**config.mk**
```make
export PLATFORM = sky130hd
export DESIGN_NAME = vga_scanout_pixel_unpacker
export DESIGN_NICKNAME = d
export VERILOG_FILES = /design/src/hdl/vsu_pkg.sv /design/src/hdl/vsu_front.sv /design/src/hdl/vsu_queue.sv /design/src/hdl/vsu_back.sv /design/src/hdl/vga_scanout_pixel_unpacker.sv
export SDC_FILE = /design/constraint.sdc
export NUM_CORES = 1
export LEC_CHECK = 0
export ABC_AREA = 0
export BUFFER_PORTS_ARGS = -buffer_cell sky130_fd_sc_hd__buf_2
export CAP_MARGIN = 15
export CORE_ASPECT_RATIO = 0.9
export CORE_MARGIN = 10
export CORE_UTILIZATION = 40
export CTS_BUF_LIST = sky130_fd_sc_hd__clkbuf_8 sky130_fd_sc_hd__clkbuf_16
export CTS_CLUSTER_SIZE = 12
export DETAILED_ROUTE_END_ITERATION = 16
export GPL_TIMING_DRIVEN = 0
export MAX_ROUTING_LAYER = met4
export PLACE_DENSITY = 0.62
export SKIP_CTS_REPAIR_TIMING = 1
export SYNTH_ARGS = -nofsm -noshare
export SYNTH_HDL_FRONTEND = slang
export SYNTH_SLANG_ARGS = --single-unit
```
**constraint.sdc**
```tcl
create_clock -name clk -period 8.8 [get_ports clk]
set_input_delay 0.88 -clock clk [delete_from_list [all_inputs] [get_ports clk]]
set_output_delay 0.88 -clock clk [all_outputs]
set_load 0.05 [all_outputs]
```
**src/hdl/vsu_pkg.sv**
```systemverilog
// shared types and constants of the vga scan-out pixel unpacker
`timescale 1ns / 1ps

package vsu_pkg;

    localparam int ADDR_W  = 16;
    localparam int COL_W   = 10;
    localparam int ROW_W   = 9;
    localparam int PLANES  = 4;
    localparam int BYTE_W  = 8;
    localparam int PIXEL_W = 8;
    localparam int PITCH_W = 11;
    localparam int KIDX_W  = 3;

    typedef enum logic [1:0] {
        MODE_CGA       = 2'd0,
        MODE_PLANAR_HI = 2'd1,
        MODE_PLANAR_LO = 2'd2,
        MODE_CHAINED   = 2'd3
    } vmode_t;

    typedef enum logic [1:0] {
        ASIZE_BYTE  = 2'd0,
        ASIZE_WORD  = 2'd1,
        ASIZE_DWORD = 2'd2
    } asize_t;

    typedef enum logic [1:0] {
        REG_VIDEO_MODE    = 2'd0,
        REG_DISPLAY_START = 2'd1,
        REG_LINE_OFFSET   = 2'd2,
        REG_ADDRESS_SIZE  = 2'd3
    } reg_index_t;

    localparam logic [COL_W-1:0]   WIDTH_HI      = 10'd640;
    localparam logic [COL_W-1:0]   WIDTH_LO      = 10'd320;
    localparam logic [ROW_W-1:0]   HEIGHT_HI     = 9'd480;
    localparam logic [ROW_W-1:0]   HEIGHT_LO     = 9'd200;
    localparam logic [ADDR_W-1:0]  CGA_ODD_BANK  = 16'h2000;
    localparam logic [PITCH_W-1:0] PITCH_80      = 11'd80;
    localparam logic [PITCH_W-1:0] PITCH_40      = 11'd40;

    typedef struct packed {
        vmode_t             mode;
        logic [ADDR_W-1:0]  display_start;
        logic [7:0]         line_offset;
        logic [1:0]         address_size;
    } cfg_t;

    // one classified fetch waiting for the serialiser
    typedef struct packed {
        vmode_t                          mode;
        logic [PLANES-1:0][BYTE_W-1:0]   planes;
        logic [COL_W-1:0]                col;
        logic [ROW_W-1:0]                row;
        logic                            last_of_frame;
        logic [ADDR_W-1:0]               next_address;
    } q_entry_t;

endpackage

```
**src/hdl/vsu_front.sv**
```systemverilog
// front end: accepts fetches, tracks the scan position and works out the next fetch address
`timescale 1ns / 1ps

module vsu_front (
    input  logic                                          clk,
    input  logic                                          rst_n,
    input  vsu_pkg::cfg_t                                 cfg,
    input  logic                                          in_valid,
    output logic                                          in_ready,
    input  logic [vsu_pkg::PLANES-1:0][vsu_pkg::BYTE_W-1:0] planes,
    output logic                                          q_push,
    output vsu_pkg::q_entry_t                             q_entry,
    input  logic                                          q_ready
);
    import vsu_pkg::*;

    logic [COL_W-1:0]   column_count_reg;
    logic [ROW_W-1:0]   row_count_reg;

    logic [COL_W-1:0]   width;
    logic [ROW_W-1:0]   height;
    logic               ppf8;
    logic [COL_W-1:0]   col_a;
    logic [ROW_W-1:0]   row_a;
    logic [COL_W:0]     ncol_wide;
    logic [COL_W-1:0]   ncol_a;
    logic [ROW_W-1:0]   nrow_a;
    logic               lof_a;
    logic               in_accept;

    logic                          sb_valid_reg;
    vmode_t                        sb_mode_reg;
    logic [PLANES-1:0][BYTE_W-1:0] sb_planes_reg;
    logic [COL_W-1:0]              sb_col_reg;
    logic [ROW_W-1:0]              sb_row_reg;
    logic [COL_W-1:0]              sb_ncol_reg;
    logic [ROW_W-1:0]              sb_nrow_reg;
    logic                          sb_lof_reg;

    logic [ROW_W-1:0]              mul_row;
    logic [PITCH_W-1:0]            pitch;
    logic [ROW_W+PITCH_W-1:0]      product;
    logic [ADDR_W-1:0]             col_term;
    logic [ADDR_W-1:0]             base;
    logic [ADDR_W-1:0]             bank;
    logic [ADDR_W-1:0]             wide_ncol;

    assign width  = (cfg.mode == MODE_PLANAR_HI) ? WIDTH_HI : WIDTH_LO;
    assign height = (cfg.mode == MODE_PLANAR_HI) ? HEIGHT_HI : HEIGHT_LO;
    assign ppf8   = (cfg.mode == MODE_PLANAR_HI) || (cfg.mode == MODE_PLANAR_LO);

    assign q_push    = sb_valid_reg && q_ready;
    assign in_ready  = !sb_valid_reg || q_ready;
    assign in_accept = in_valid && in_ready;

    // position of this fetch, pulled back into the frame after a mode change
    always_comb
    begin
        col_a = column_count_reg;
        row_a = row_count_reg;
        if (row_a >= height)
        begin
            row_a = '0;
            col_a = '0;
        end
        if (col_a >= width)
        begin
            col_a = '0;
            row_a = row_a + 9'd1;
            if (row_a >= height)
            begin
                row_a = '0;
            end
        end
        col_a = ppf8 ? {col_a[COL_W-1:3], 3'b000} : {col_a[COL_W-1:2], 2'b00};

        ncol_wide = {1'b0, col_a} + (ppf8 ? 11'd8 : 11'd4);
        ncol_a    = ncol_wide[COL_W-1:0];
        nrow_a    = row_a;
        lof_a     = 1'b0;
        if (ncol_wide >= {1'b0, width})
        begin
            ncol_a = '0;
            nrow_a = row_a + 9'd1;
            if (nrow_a >= height)
            begin
                nrow_a = '0;
                lof_a  = 1'b1;
            end
        end
    end

    always_ff @(posedge clk or negedge rst_n)
    begin
        if (!rst_n)
        begin
            column_count_reg <= '0;
            row_count_reg    <= '0;
            sb_valid_reg     <= 1'b0;
        end
        else
        begin
            if (in_accept)
            begin
                column_count_reg <= ncol_a;
                row_count_reg    <= nrow_a;
                sb_valid_reg     <= 1'b1;
            end
            else if (q_push)
            begin
                sb_valid_reg <= 1'b0;
            end
        end
    end

    always_ff @(posedge clk)
    begin
        if (in_accept)
        begin
            sb_mode_reg   <= cfg.mode;
            sb_planes_reg <= planes;
            sb_col_reg    <= col_a;
            sb_row_reg    <= row_a;
            sb_ncol_reg   <= ncol_a;
            sb_nrow_reg   <= nrow_a;
            sb_lof_reg    <= lof_a;
        end
    end

    // next fetch address: base + bank + line * pitch + column term
    assign wide_ncol = {{(ADDR_W-COL_W){1'b0}}, sb_ncol_reg};

    always_comb
    begin
        mul_row  = sb_nrow_reg;
        pitch    = PITCH_80;
        col_term = wide_ncol >> 3;
        case (sb_mode_reg)
            MODE_CGA:
            begin
                mul_row  = sb_nrow_reg >> 1;
                pitch    = PITCH_80;
                col_term = wide_ncol >> 2;
            end
            MODE_PLANAR_HI:
            begin
                pitch    = PITCH_80;
                col_term = wide_ncol >> 3;
            end
            MODE_PLANAR_LO:
            begin
                pitch    = PITCH_40;
                col_term = wide_ncol >> 3;
            end
            MODE_CHAINED:
            begin
                case (cfg.address_size)
                    ASIZE_BYTE:
                    begin
                        pitch    = {2'b00, cfg.line_offset, 1'b0};
                        col_term = wide_ncol >> 2;
                    end
                    ASIZE_DWORD:
                    begin
                        pitch    = {cfg.line_offset, 3'b000};
                        col_term = {wide_ncol[ADDR_W-1:2], 2'b00};
                    end
                    // word addressing, also for the unused size code
                    default:
                    begin
                        pitch    = {1'b0, cfg.line_offset, 2'b00};
                        col_term = {1'b0, wide_ncol[ADDR_W-1:2], 1'b0};
                    end
                endcase
            end
            default:
            begin
                pitch = PITCH_80;
            end
        endcase
    end

    assign product = {{PITCH_W{1'b0}}, mul_row} * {{ROW_W{1'b0}}, pitch};
    assign base    = (sb_mode_reg == MODE_PLANAR_HI) ? '0 : cfg.display_start;
    assign bank    = ((sb_mode_reg == MODE_CGA) && sb_nrow_reg[0]) ? CGA_ODD_BANK : '0;

    always_comb
    begin
        q_entry.mode          = sb_mode_reg;
        q_entry.planes        = sb_planes_reg;
        q_entry.col           = sb_col_reg;
        q_entry.row           = sb_row_reg;
        q_entry.last_of_frame = sb_lof_reg;
        q_entry.next_address  = base + bank + product[ADDR_W-1:0] + col_term;
    end

endmodule

```
**src/hdl/vsu_queue.sv**
```systemverilog
// two-entry queue between the front end and the pixel serialiser
`timescale 1ns / 1ps

module vsu_queue (
    input  logic               clk,
    input  logic               rst_n,
    input  logic               push,
    input  vsu_pkg::q_entry_t  push_entry,
    output logic               push_ready,
    input  logic               pop,
    output vsu_pkg::q_entry_t  head,
    output logic               head_valid
);
    import vsu_pkg::*;

    q_entry_t    entries_reg [2];
    logic        wr_ptr_reg;
    logic        rd_ptr_reg;
    logic [1:0]  count_reg;
    logic [1:0]  count_next;
    logic        do_push;
    logic        do_pop;

    assign push_ready = (count_reg != 2'd2);
    assign head_valid = (count_reg != 2'd0);
    assign head       = entries_reg[rd_ptr_reg];
    assign do_push    = push && push_ready;
    assign do_pop     = pop && head_valid;

    always_comb
    begin
        count_next = count_reg;
        if (do_push && !do_pop)
        begin
            count_next = count_reg + 2'd1;
        end
        else if (do_pop && !do_push)
        begin
            count_next = count_reg - 2'd1;
        end
    end

    always_ff @(posedge clk or negedge rst_n)
    begin
        if (!rst_n)
        begin
            wr_ptr_reg <= 1'b0;
            rd_ptr_reg <= 1'b0;
            count_reg  <= 2'd0;
        end
        else
        begin
            count_reg <= count_next;
            if (do_push)
            begin
                wr_ptr_reg <= !wr_ptr_reg;
            end
            if (do_pop)
            begin
                rd_ptr_reg <= !rd_ptr_reg;
            end
        end
    end

    always_ff @(posedge clk)
    begin
        if (do_push)
        begin
            entries_reg[wr_ptr_reg] <= push_entry;
        end
    end

endmodule

```
**src/hdl/vsu_back.sv**
```systemverilog
// back end: turns each queued fetch into output register pixels, one per cycle unless stalled
`timescale 1ns / 1ps

module vsu_back (
    input  logic                           clk,
    input  logic                           rst_n,
    input  vsu_pkg::q_entry_t              head,
    input  logic                           head_valid,
    output logic                           pop,
    output logic                           out_valid,
    input  logic                           out_ready,
    output logic [vsu_pkg::PIXEL_W-1:0]    pixel_value,
    output logic [vsu_pkg::COL_W-1:0]      pixel_column,
    output logic [vsu_pkg::ROW_W-1:0]      pixel_row,
    output logic                           fetch_done,
    output logic                           frame_done,
    output logic [vsu_pkg::ADDR_W-1:0]     next_fetch_address
);
    import vsu_pkg::*;

    logic [KIDX_W-1:0]   k_reg;
    logic                out_valid_reg;
    logic [PIXEL_W-1:0]  pixel_value_reg;
    logic [COL_W-1:0]    pixel_column_reg;
    logic [ROW_W-1:0]    pixel_row_reg;
    logic                fetch_done_reg;
    logic                frame_done_reg;
    logic [ADDR_W-1:0]   next_fetch_address_reg;

    logic                load;
    logic                ppf8;
    logic                last;
    logic [PIXEL_W-1:0]  pix;
    logic [2:0]          bit_idx;
    logic [2:0]          cga_idx;

    assign ppf8    = (head.mode == MODE_PLANAR_HI) || (head.mode == MODE_PLANAR_LO);
    assign last    = ppf8 ? (k_reg == 3'd7) : (k_reg == 3'd3);
    assign load    = head_valid && (!out_valid_reg || out_ready);
    assign pop     = load && last;
    assign bit_idx = 3'd7 - k_reg;
    assign cga_idx = 3'd7 - {k_reg[1:0], 1'b0};

    always_comb
    begin
        case (head.mode)
            MODE_CGA:
            begin
                pix = {6'd0, head.planes[0][cga_idx -: 2]};
            end
            MODE_CHAINED:
            begin
                pix = head.planes[k_reg[1:0]];
            end
            default:
            begin
                // planar: plane n gives bit n
                pix = {4'd0, head.planes[3][bit_idx], head.planes[2][bit_idx],
                       head.planes[1][bit_idx], head.planes[0][bit_idx]};
            end
        endcase
    end

    always_ff @(posedge clk or negedge rst_n)
    begin
        if (!rst_n)
        begin
            k_reg         <= '0;
            out_valid_reg <= 1'b0;
        end
        else
        begin
            if (load)
            begin
                out_valid_reg <= 1'b1;
                k_reg         <= last ? '0 : k_reg + 3'd1;
            end
            else if (out_ready)
            begin
                out_valid_reg <= 1'b0;
            end
        end
    end

    always_ff @(posedge clk)
    begin
        if (load)
        begin
            pixel_value_reg        <= pix;
            pixel_column_reg       <= head.col + {{(COL_W-KIDX_W){1'b0}}, k_reg};
            pixel_row_reg          <= head.row;
            fetch_done_reg         <= last;
            frame_done_reg         <= last && head.last_of_frame;
            next_fetch_address_reg <= last ? head.next_address : '0;
        end
    end

    assign out_valid          = out_valid_reg;
    assign pixel_value        = pixel_value_reg;
    assign pixel_column       = pixel_column_reg;
    assign pixel_row          = pixel_row_reg;
    assign fetch_done         = fetch_done_reg;
    assign frame_done         = frame_done_reg;
    assign next_fetch_address = next_fetch_address_reg;

endmodule

```
**src/hdl/vga_scanout_pixel_unpacker.sv**
```systemverilog
// top level of the vga scan-out pixel unpacker
// Usage: each input transaction carries the four plane bytes read at the fetch address
// announced last (next_fetch_address on the previous fetch_done pixel). Each output
// transaction carries one pixel with its column and row; the last pixel of a fetch sets
// fetch_done and carries the address of the next fetch, and the last of the frame also
// sets frame_done. Modes 0 and 3 give four pixels per fetch, modes 1 and 2 give eight.
// Configuration must be written through cfg_write / cfg_index / cfg_data while idle;
// the block does not enforce this. A fetch passes the front-end register, a queue entry
// and the serialiser output register. Throughput: one pixel per cycle while out_ready
// is high, limited by the serialiser output register. The front end registers the scan
// position and fetch, the next fetch address is formed from that register, and a two-entry
// queue feeds the serialiser, so new fetches are taken while earlier pixels still drain.
// Reset: position returns to column 0 of line 0, registers take their reset values
// (mode 0, start 0, line offset 0, word addressing); the first fetch starts a frame.
// Stall: with out_ready low the output register holds its pixel, the queue fills up and
// in_ready then drops until pixels are taken again.
`timescale 1ns / 1ps

module vga_scanout_pixel_unpacker (
    input  logic                           clk,
    input  logic                           rst_n,
    input  logic                           cfg_write,
    input  logic [1:0]                     cfg_index,
    input  logic [15:0]                    cfg_data,
    input  logic                           in_valid,
    output logic                           in_ready,
    input  logic [vsu_pkg::BYTE_W-1:0]     plane0_byte,
    input  logic [vsu_pkg::BYTE_W-1:0]     plane1_byte,
    input  logic [vsu_pkg::BYTE_W-1:0]     plane2_byte,
    input  logic [vsu_pkg::BYTE_W-1:0]     plane3_byte,
    output logic                           out_valid,
    input  logic                           out_ready,
    output logic [vsu_pkg::PIXEL_W-1:0]    pixel_value,
    output logic [vsu_pkg::COL_W-1:0]      pixel_column,
    output logic [vsu_pkg::ROW_W-1:0]      pixel_row,
    output logic                           fetch_done,
    output logic                           frame_done,
    output logic [vsu_pkg::ADDR_W-1:0]     next_fetch_address
);
    import vsu_pkg::*;

    cfg_t                           cfg_reg;
    logic [PLANES-1:0][BYTE_W-1:0]  planes;
    logic                           q_push;
    logic                           q_ready;
    q_entry_t                       q_entry;
    q_entry_t                       q_head;
    logic                           q_head_valid;
    logic                           q_pop;

    always_ff @(posedge clk or negedge rst_n)
    begin
        if (!rst_n)
        begin
            cfg_reg.mode          <= MODE_CGA;
            cfg_reg.display_start <= '0;
            cfg_reg.line_offset   <= '0;
            cfg_reg.address_size  <= ASIZE_WORD;
        end
        else if (cfg_write)
        begin
            case (cfg_index)
                REG_VIDEO_MODE:    cfg_reg.mode          <= vmode_t'(cfg_data[1:0]);
                REG_DISPLAY_START: cfg_reg.display_start <= cfg_data;
                REG_LINE_OFFSET:   cfg_reg.line_offset   <= cfg_data[7:0];
                REG_ADDRESS_SIZE:  cfg_reg.address_size  <= cfg_data[1:0];
                default:           cfg_reg.mode          <= cfg_reg.mode;
            endcase
        end
    end

    assign planes = {plane3_byte, plane2_byte, plane1_byte, plane0_byte};

    vsu_front u_front (
        .clk      (clk),
        .rst_n    (rst_n),
        .cfg      (cfg_reg),
        .in_valid (in_valid),
        .in_ready (in_ready),
        .planes   (planes),
        .q_push   (q_push),
        .q_entry  (q_entry),
        .q_ready  (q_ready)
    );

    vsu_queue u_queue (
        .clk        (clk),
        .rst_n      (rst_n),
        .push       (q_push),
        .push_entry (q_entry),
        .push_ready (q_ready),
        .pop        (q_pop),
        .head       (q_head),
        .head_valid (q_head_valid)
    );

    vsu_back u_back (
        .clk                (clk),
        .rst_n              (rst_n),
        .head               (q_head),
        .head_valid         (q_head_valid),
        .pop                (q_pop),
        .out_valid          (out_valid),
        .out_ready          (out_ready),
        .pixel_value        (pixel_value),
        .pixel_column       (pixel_column),
        .pixel_row          (pixel_row),
        .fetch_done         (fetch_done),
        .frame_done         (frame_done),
        .next_fetch_address (next_fetch_address)
    );

`ifndef NO_ASSERTIONS
    a_frame_ends_fetch: assert property (@(posedge clk) disable iff (!rst_n)
        (out_valid && frame_done) |-> fetch_done)
        else $error("frame_done without fetch_done");

    a_addr_only_on_last: assert property (@(posedge clk) disable iff (!rst_n)
        (out_valid && !fetch_done) |-> (next_fetch_address == '0))
        else $error("next fetch address shown on a pixel inside a fetch");

    a_pixel_in_frame: assert property (@(posedge clk) disable iff (!rst_n)
        out_valid |-> ((pixel_column < WIDTH_HI) && (pixel_row < HEIGHT_HI)))
        else $error("pixel position outside the frame");

    a_no_overflow: assert property (@(posedge clk) disable iff (!rst_n)
        (q_push && !q_pop) |=> q_head_valid)
        else $error("queue lost a pushed fetch");
`endif

endmodule

```
# Word level (Yosys, flattened, before mapping)
# Memory sizes are Yosys's and may differ from the RTL's.
# Cells that the tools add are included.
dict set report word_totals {
  mem_bits_rw 140
  elab_cells 140
  ff_bits 174
  memories 1
}
dict set report classes {
  eq_ne 15
  n_mux 41
  reduce_logical 34
  n_addsub 12
  multipliers 1
  n_lt_le_gt_ge 7
  n_shift 1
}
# name words width rd rd_ports_with_merged_regs wr line
set mem_list {}
lappend mem_list {u_queue.entries_reg 2 70 1 0 1 vsu_queue.sv:16} ;# q_entry_t entries_reg [2];
# op n
set op_table {}
lappend op_table {{9-bit 2-to-1 mux} 7}
lappend op_table {{16-bit adder} 3}
lappend op_table {{16-bit one-hot mux with 3 select lines} 1}
lappend op_table {{10-bit 2-to-1 mux} 4}
lappend op_table {{11-bit one-hot mux with 3 select lines} 1}
lappend op_table {{9-bit >= comparator} 3}
lappend op_table {{11-bit one-hot mux with 2 select lines} 1}
lappend op_table {{10-bit one-hot mux with 2 select lines} 1}
lappend op_table {{9-bit by 1-bit adder with 9-bit output (second input constant)} 2}
lappend op_table {{8-bit binary-select mux with 2-bit select} 1}
lappend op_table {{2-bit == test (second input constant)} 8}
lappend op_table {{9-bit by 11-bit multiplier with 16-bit output} 1}
lappend op_table {{16-bit 2-to-1 mux} 1}
lappend op_table {{8-bit one-hot mux with 2 select lines} 1}
lappend op_table {{14-bit 2-to-1 mux} 1}
lappend op_table {{1-bit binary-select mux with 3-bit select} 4}
lappend op_table {{1-bit 2-to-1 mux} 12}
lappend op_table {{10-bit by 4-bit adder with 11-bit output} 1}
lappend op_table {{11-bit by 10-bit >= comparator with 1-bit output} 1}
lappend op_table {{10-bit by 3-bit adder with 10-bit output} 1}
lappend op_table {{10-bit >= comparator} 1}
lappend op_table {{1-bit logical AND} 10}
lappend op_table {{9-bit by 4-bit variable part select with 2-bit output} 1}
lappend op_table {{2-bit by 1-bit == test with 1-bit output (second input constant)} 4}
lappend op_table {{19 further kinds} 40}

# Logic depth before layout (Yosys ltp)
# Gate-level depths: netlist (run 1).
dict set report depth {
  word_depth 12
  mapped_depth 36
}

# By module
# A second synthesis (run 1) with hierarchy kept.
dict set report hier_totals {
  cells_unflattened 1348
  area_unflattened_um2 17560.6
}
# module seq_area_each_um2 instances cells_per_inst area_per_inst_um2
set modules_own_cells {}
lappend modules_own_cells {vsu_front 2522.4 1 870 8319.2}
lappend modules_own_cells {vsu_queue 4304.1 1 236 5596.6}
lappend modules_own_cells {vsu_back 1451.4 1 181 2534.9}
lappend modules_own_cells {vga_scanout_pixel_unpacker 701.9 1 61 1109.8}

# Worst setup path before layout (run 1)
# No wires, ideal clock.
dict set report synth_timing {
  path_type {reg-to-reg}
  startpoint {register cfg_reg[26] (netlist bit)}
  endpoint {register u_front.sb_nrow_reg[4] (data pin)}
  n_path_buf 3
  arrival_time_ns 6.746
  required_time_ns 8.540
  setup_time_ns 0.260
  path_stages_with_launch 35
  setup_slack_ns 1.794
  path_cell_list {dfrtp_1 > ha_1 > inv_1 > ha_1 > and3_1 > nor2_1 > a21o_1 > clkbuf_1 > clkbuf_1 > and2_1 > ha_1 > inv_1 > nor3_1 > and3_1 > xnor2_1 > ha_1 > inv_1 > a2111oi_2 > o211ai_2 > nand2b_1 > o31ai_1 > ha_1 > inv_1 > nor4_1 > a21oi_1 > nor3b_1 > nand3_1 > xnor2_1 > ha_1 > o21ai_0 > a221o_1 > o21ai_4 > and2_4 > buf_6 > nor2_1}
}
dict set report synth_via {
  elab_chain_cells 12
  word_cells_on_any_way 22
}
# element line
set synth_rtl {}
lappend synth_rtl {{start, declared} vga_scanout_pixel_unpacker.sv:42} ;# cfg_t cfg_reg;
lappend synth_rtl {{2-bit by 1-bit == test with 1-bit output (*)} {vsu_front.sv:48, vsu_front.sv:49}}
lappend synth_rtl {{9-bit 2-to-1 mux} vsu_front.sv:49} ;# assign height = (cfg.mode == MODE_PLANAR_HI) ? HEIGHT_HI : HEIGHT_LO;
lappend synth_rtl {{9-bit >= comparator} vsu_front.sv:61} ;# if (row_a >= height)
lappend synth_rtl {{9-bit 2-to-1 mux} vsu_front.sv:61}
lappend synth_rtl {{9-bit by 1-bit adder with 9-bit output} vsu_front.sv:69} ;# row_a = row_a + 9'd1;
lappend synth_rtl {{9-bit >= comparator} vsu_front.sv:70} ;# if (row_a >= height)
lappend synth_rtl {{9-bit 2-to-1 mux} vsu_front.sv:70}
lappend synth_rtl {{9-bit 2-to-1 mux (*)} vsu_front.sv:66} ;# if (col_a >= width)
lappend synth_rtl {{via u_front.row_a[0]} vsu_front.sv:24} ;# logic [ROW_W-1:0] row_a;
lappend synth_rtl {{9-bit by 1-bit adder with 9-bit output (*)} vsu_front.sv:84} ;# nrow_a = row_a + 9'd1;
lappend synth_rtl {{9-bit >= comparator} vsu_front.sv:85} ;# if (nrow_a >= height)
lappend synth_rtl {{9-bit 2-to-1 mux (*)} vsu_front.sv:85}
lappend synth_rtl {{9-bit 2-to-1 mux (*)} vsu_front.sv:81} ;# if (ncol_wide >= {1'b0, width})
lappend synth_rtl {{via u_front.nrow_a[4]} vsu_front.sv:27} ;# logic [ROW_W-1:0] nrow_a;
lappend synth_rtl {{end signal, assigned} vsu_front.sv:125} ;# sb_nrow_reg <= nrow_a;
lappend synth_rtl {{end, declared} vsu_front.sv:37} ;# logic [ROW_W-1:0] sb_nrow_reg;
# The timed path passes the listed nets; every way through them passes the cells marked *.
# A chain may end at the register's enable or synchronous reset.

# Final worst setup path (run 1)
dict set report layout_timing {
  startpoint {register cfg_reg[27] (netlist bit)}
  endpoint {register u_front.sb_nrow_reg[5] (data pin)}
}
# Same word-level chain as after synthesis.

==> results_dict.tcl, run 1 <==
set metrics [dict create \
    cts_max_path_buffers 3 \
    grt_pass1_wl_um 63900 \
    grt_overflow 0 \
    max-vdd-ir-drop_mv 0.334 \
    clkTransAtPathRegs_ns 0.06 \
    cp-start-kind "flip-flop" \
    yosysTopAreaCell "edfxtp_1" \
    dp_hpwl_um 29800 \
    powerDensity_mw_per_mm2 399 \
    reg2reg_depth 35 \
    path_depth 35 \
    ctsHtreeMaxLevel 2 \
    cp_slowest_stage_delay_ns 0.39 \
    numCtsBuffers 36 \
    fp.dieH_um 215 \
    rr_startpoint "cfg_reg[27]" \
    syn-num-nets 1582 \
    dr_total_vias 10879 \
    cp-end-kind "flip-flop" \
    p_sw_mw 3.17 \
    insertion_delay_ns 0.56 \
    r2r-end "u_front.sb_nrow_reg[5]" \
    synthesis.area_mm2 0.0169 \
    grt_pass1_vias 11318 \
    combPwrFrac 0.485 \
    slew_violations 0 \
    netlist-cell-type-count 79 \
    area_growth_pct 14.9 \
    cts_tree "done" \
    period_share 0.911 \
    ios 102 \
    drv_cap 0 \
    p_sw_frac 0.410 \
    worstMarginPinSlew_ns 1.02 \
    place_area_mm2 0.0182 \
    seq_area_mm2 0.00886 \
    crit_type "reg -> reg" \
    ff2ff_setup_slack_ns 0.78 \
    synth_edf_count 250 \
    cpMostUsedCell "ha_1" \
    cp_slowest_cell "nor3_1" \
    antenna_found_initial 3 \
    power_frac_clock 0.182 \
    clkSinkCount 304 \
    timing.hold.ws_ns 0.401 \
    tns_ns 0 \
    setup_viol_count_final 0 \
    firstDrtPassIters 5 \
    power.internal_mw 4.56 \
    die_area_mm2 0.0508 \
    place.gp.congestion 0.926 \
    ant_nets 0 \
    cp_max_fo 12 \
    finalPower_mw 7.73 \
    finalInstanceArea_mm2 0.0194 \
    cp.buffers_inverters 7 \
    crit_family "simple AND/OR/NAND/NOR gates" \
    final_nets 1730 \
    fin_crit_ns 8.02 \
    ys.flop_type "edfxtp_1" \
    synth_warnings 0 \
    place_ws_ns -0.281 \
    post-route-drc-count 0 \
    dpl.cell_count 2033 \
    cts-root-buf "clkbuf_16" \
    hold_path.class "in -> async" \
    synth.area.top_cells "edfxtp_1 44%, fa_1 8.8%, dfrtp_1 7.9%, ha_1 5.5%, mux2_2 4.5%" \
    drtIter0Drc 695 \
    rsz0062_at_grt "no" \
    crit_start "cfg_reg[27]" \
    seq_area_frac_synth 0.525 \
    multi_input_comb_area_mm2 0.00728 \
    power_leakage_nw 7.94 \
    placementRows 71 \
    worst_slack_ns 0.782 \
    seqPwrFrac 0.333 \
    final_hold_viol_count 0 \
    io_buffers 101 \
    clock.fmax_mhz 125 \
    endpoint "u_front.sb_nrow_reg[5]" \
    worst_ep_arrival_time_ns 8.32 \
    die_w_um 236 \
    yosysTopAreaCellShare 0.445 \
    syn_inst 1379 \
    grt_usage 0.162 \
    fin_skew_ns 0.0217 \
    largest_reg_flops 136 \
    wl_per_cell_um 18.8 \
    vias_per_cell 5.18 \
    finalWirelength_um 39500 \
    fin_cells 2101 \
    synthArstFlopShare 0.178 \
    status "complete, no violations" \
    relSlewSlack 0.299 \
    required_ns 9.10 \
    grt_start_max_net_pins 49 \
    synth.avg_cell_area_um2 12.2 \
    fillers 3826 \
    drive_above_1_share 0.175 \
    initial_utilization 0.404 \
    final_core_util 0.465 \
    core_mm2 0.0418 \
    ys_ff_latch 304 \
]
power groups by stage:
stage	combinational, mW	clock (mW)	sequential [mW]
after floorplan	2.47	0	2.91
after global placement	3.63	0	2.63
after detailed placement	3.76	0	2.60
after CTS	3.78	1.44	2.58
after global routing	4.26	1.50	2.63
final	3.75	1.40	2.58
worst min path at each step:
stage	start	cells after the start	end	slack [ns]
6_report	rst_n	1	u_front.column_count_reg[2]	0.40
5_1_grt	rst_n	1	u_front.column_count_reg[2]	0.42
3_3_place_gp	u_front.sb_row_reg[0]	0	u_queue.entries_reg[1][17]	0.42
3_5_place_dp	u_front.sb_row_reg[3]	0	u_queue.entries_reg[1][20]	0.43
4_1_cts	rst_n	1	u_front.column_count_reg[2]	0.39
2_1_floorplan	u_front.sb_lof_reg	0	u_queue.entries_reg[0][16]	0.42
cell families after synthesis:
family,after synthesis,share of synthesized area
flip-flops,304,0.525
buffers and inverters,196,0.0453
AND/OR/NAND/NOR,353,0.0985
adder cells (fa/ha/maj),148,0.143
XOR/XNOR,51,0.0265
AO/OA/AOI/OAI,202,0.0806
multiplexers,125,0.0814
placed cells by master, fill, tap and decap left out, types with 34 or more instances in the layout:
cell       count
clkbuf_16     37
clkbuf_1      34
nand2_1      131
a21oi_1       48
dfrtp_1       53
o21ai_0       46
nor2_1        89
mux2_2        68
mux2i_1       54
ha_1          74
edfxtp_1     250
inv_1        155
buf_2        102
fa_1          74
worst reg2reg max path, delay by kind of cell (launching register included):
kind / cells / cell delay, ns
XOR/XNOR: 2 / 0.30
buffers and inverters: 7 / 1.07
adder cells (fa/ha/maj): 6 / 1.81
AND/OR/NAND/NOR: 12 / 2.66
flip-flops: 1 / 0.37
AO/OA/AOI/OAI: 8 / 1.56
synthesized netlist by cell type (19+ instances only):
cell	n
edfxtp_1	250
inv_1	147
nand2_1	131
nor2_1	90
fa_1	74
ha_1	74
mux2_2	68
mux2i_1	54
dfrtp_1	53
a21oi_1	48
o21ai_0	46
clkbuf_1	36
xnor2_1	31
nor2b_1	25
xor2_1	20
nand3_1	19
layer usage:
| layer | GRT usage | part of all wire | vias up | wire, µm |
|---|---|---|---|---|
| li1 | - | - | 5149 | - |
| met1 | 0.215 | 0.46 | 5393 | 18000 |
| met2 | 0.249 | 0.46 | 288 | 18200 |
| met3 | 0.0310 | 0.063 | 49 | 2510 |
| met4 | 0.0454 | 0.020 | 0 | 805 |
| met5 | - | 0 | - | 0 |
final cells by class:
cell class                 count  share of cell area
antenna                        2            0.000258
buffer                        46              0.0105
clock buffer                  38              0.0484
clock inverter                25             0.00922
inverter                     149              0.0291
multi-input combinational    879               0.376
sequential                   304               0.457
tap                          547              0.0353
timing repair buffer         111              0.0350
No activity file was read; power rests on OpenSTA's default activity.
==> inputs of run 2 (changes only) <==
--- a/config.mk
+++ b/config.mk
@@ -10,13 +10,13 @@
 export CAP_MARGIN = 15
 export CORE_ASPECT_RATIO = 0.9
 export CORE_MARGIN = 10
-export CORE_UTILIZATION = 40
+export CORE_UTILIZATION = 62
 export CTS_BUF_LIST = sky130_fd_sc_hd__clkbuf_8 sky130_fd_sc_hd__clkbuf_16
 export CTS_CLUSTER_SIZE = 12
 export DETAILED_ROUTE_END_ITERATION = 16
 export GPL_TIMING_DRIVEN = 0
 export MAX_ROUTING_LAYER = met4
-export PLACE_DENSITY = 0.62
+export PLACE_DENSITY = 0.87
 export SKIP_CTS_REPAIR_TIMING = 1
 export SYNTH_ARGS = -nofsm -noshare
 export SYNTH_HDL_FRONTEND = slang
==> results_dict.tcl, run 2 (synthesis results as in run 1) <==
set metrics [dict create \
    drv_cap 0 \
    finalInstanceArea_mm2 0.0190 \
    cp_max_fo 10 \
    cts_max_path_buffers 3 \
    io_buffers 101 \
    slew_violations 0 \
    cpMostUsedCell "ha_1" \
    grt_usage 0.240 \
    diodes 0 \
    cts-root-buf "clkbuf_16" \
    clkSinkCount 304 \
    cp-end-kind "flip-flop" \
    largest_reg_flops 136 \
    status "complete, no violations" \
    powerDensity_mw_per_mm2 406 \
    ff2ff_setup_slack_ns 0.43 \
    timing.hold.ws_ns 0.266 \
    cp-start-kind "flip-flop" \
    finalPower_mw 7.69 \
    antenna_found_initial 1 \
    wl_per_cell_um 21.3 \
    clkTransAtPathRegs_ns 0.06 \
    grt_pass1_vias 11740 \
    fin_cells 1901 \
    required_ns 9.10 \
    power_leakage_nw 7.88 \
    final_cell_mix "250 x edfxtp_1, 166 x inv_1, 131 x nand2_1" \
    worst_ep_arrival_time_ns 8.67 \
    finalWirelength_um 40500 \
    tns_ns 0 \
    cts_tree "done" \
    drtIter0Drc 1148 \
    die_w_um 194 \
    place_ws_ns -0.214 \
    numCtsBuffers 31 \
    final_core_util 0.705 \
    vias_per_cell 5.93 \
    grt_start_max_net_pins 44 \
    insertion_delay_ns 0.58 \
    dpl.cell_count 1840 \
    cp.buffers_inverters 8 \
    ios 102 \
    grt_pass1_wl_um 64000 \
    grt_overflow 0 \
    period_share 0.951 \
    final_hold_viol_count 0 \
    hold_path.class "in -> async" \
    dp_hpwl_um 29900 \
    ant_nets 0 \
    dr_total_vias 11275 \
    drive_above_1_share 0.166 \
    place.gp.congestion 0.968 \
    placementRows 57 \
    place_area_mm2 0.0180 \
    crit_family "simple AND/OR/NAND/NOR gates" \
    initial_utilization 0.628 \
    fp.dieH_um 177 \
    final_nets 1725 \
    relSlewSlack 0.378 \
    die_area_mm2 0.0342 \
    fin_skew_ns 0.0366 \
    final_common_cell "edfxtp_1" \
    setup_viol_count_final 0 \
    ctsHtreeMaxLevel 1 \
    post-route-drc-count 0 \
    core_mm2 0.0269 \
    cp_slowest_cell "nor3b_1" \
    max-vdd-ir-drop_mv 0.387 \
    firstDrtPassIters 8 \
    worstMarginPinSlew_ns 0.933 \
    rsz0062_at_grt "no" \
    fin_crit_ns 8.37 \
    clock.fmax_mhz 120 \
    area_growth_pct 12.3 \
    cp_slowest_stage_delay_ns 0.46 \
    crit_type "reg -> reg" \
    worst_slack_ns 0.434 \
]
==> run 2: changes by cell type in the layout (fill, tap and decap cells not counted), sizes merged <==
cell      before  now
clkinv        12    2
inv          158  169
bufinv         1    0
clkbuf        74   71
diode          2    0
clkinvlp       3    2
buf          121  120
==> run 2: layout make-up <==
type	instances	area, µm²
Inverter	149	564
Timing Repair Buffer	110	663
Tap cell	354	443
Fill cell	1825	7940
Buffer	47	206
Sequential cell	304	8860
Multi-Input combinational cell	879	7280
Clock buffer	34	817
Clock inverter	24	120
==> run 2: path summary, 6_finish.rpt <==
| check | startpoint | end | cells past startpoint |
|---|---|---|---|
| max | cfg_reg[27] | u_front.sb_nrow_reg[4] | 35 |
| min | rst_n | u_queue.wr_ptr_reg | 1 |
| max reg2reg | cfg_reg[27] | u_front.sb_nrow_reg[4] | 35 |
| min reg2reg | u_front.sb_lof_reg | u_queue.entries_reg[1][16] | 0 |
| max in group asynchronous | rst_n | cfg_reg[0] | 2 |
| min in group clk | u_front.sb_lof_reg | u_queue.entries_reg[1][16] | 0 |
==> run 2: routing by layer <==
layer | track usage | wire, µm | vias up | share of wire
met2 | 0.394 | 19500 | 502 | 0.48
met3 | 0.0449 | 3270 | 86 | 0.081
met5 | - | 0 | - | 0
met1 | 0.304 | 16800 | 5549 | 0.41
li1 | - | - | 5138 | -
met4 | 0.0612 | 947 | 0 | 0.023
==> run 2: power by group <==
group / switching [mW] / internal, mW / total (mW) / leakage, nW
Sequential: 0.216 / 2.38 / 2.59 / 3.07
Combinational: 2.51 / 1.39 / 3.90 / 4.29
Clock: 0.535 / 0.664 / 1.20 / 0.529
Total: 3.26 / 4.43 / 7.69 / 7.88
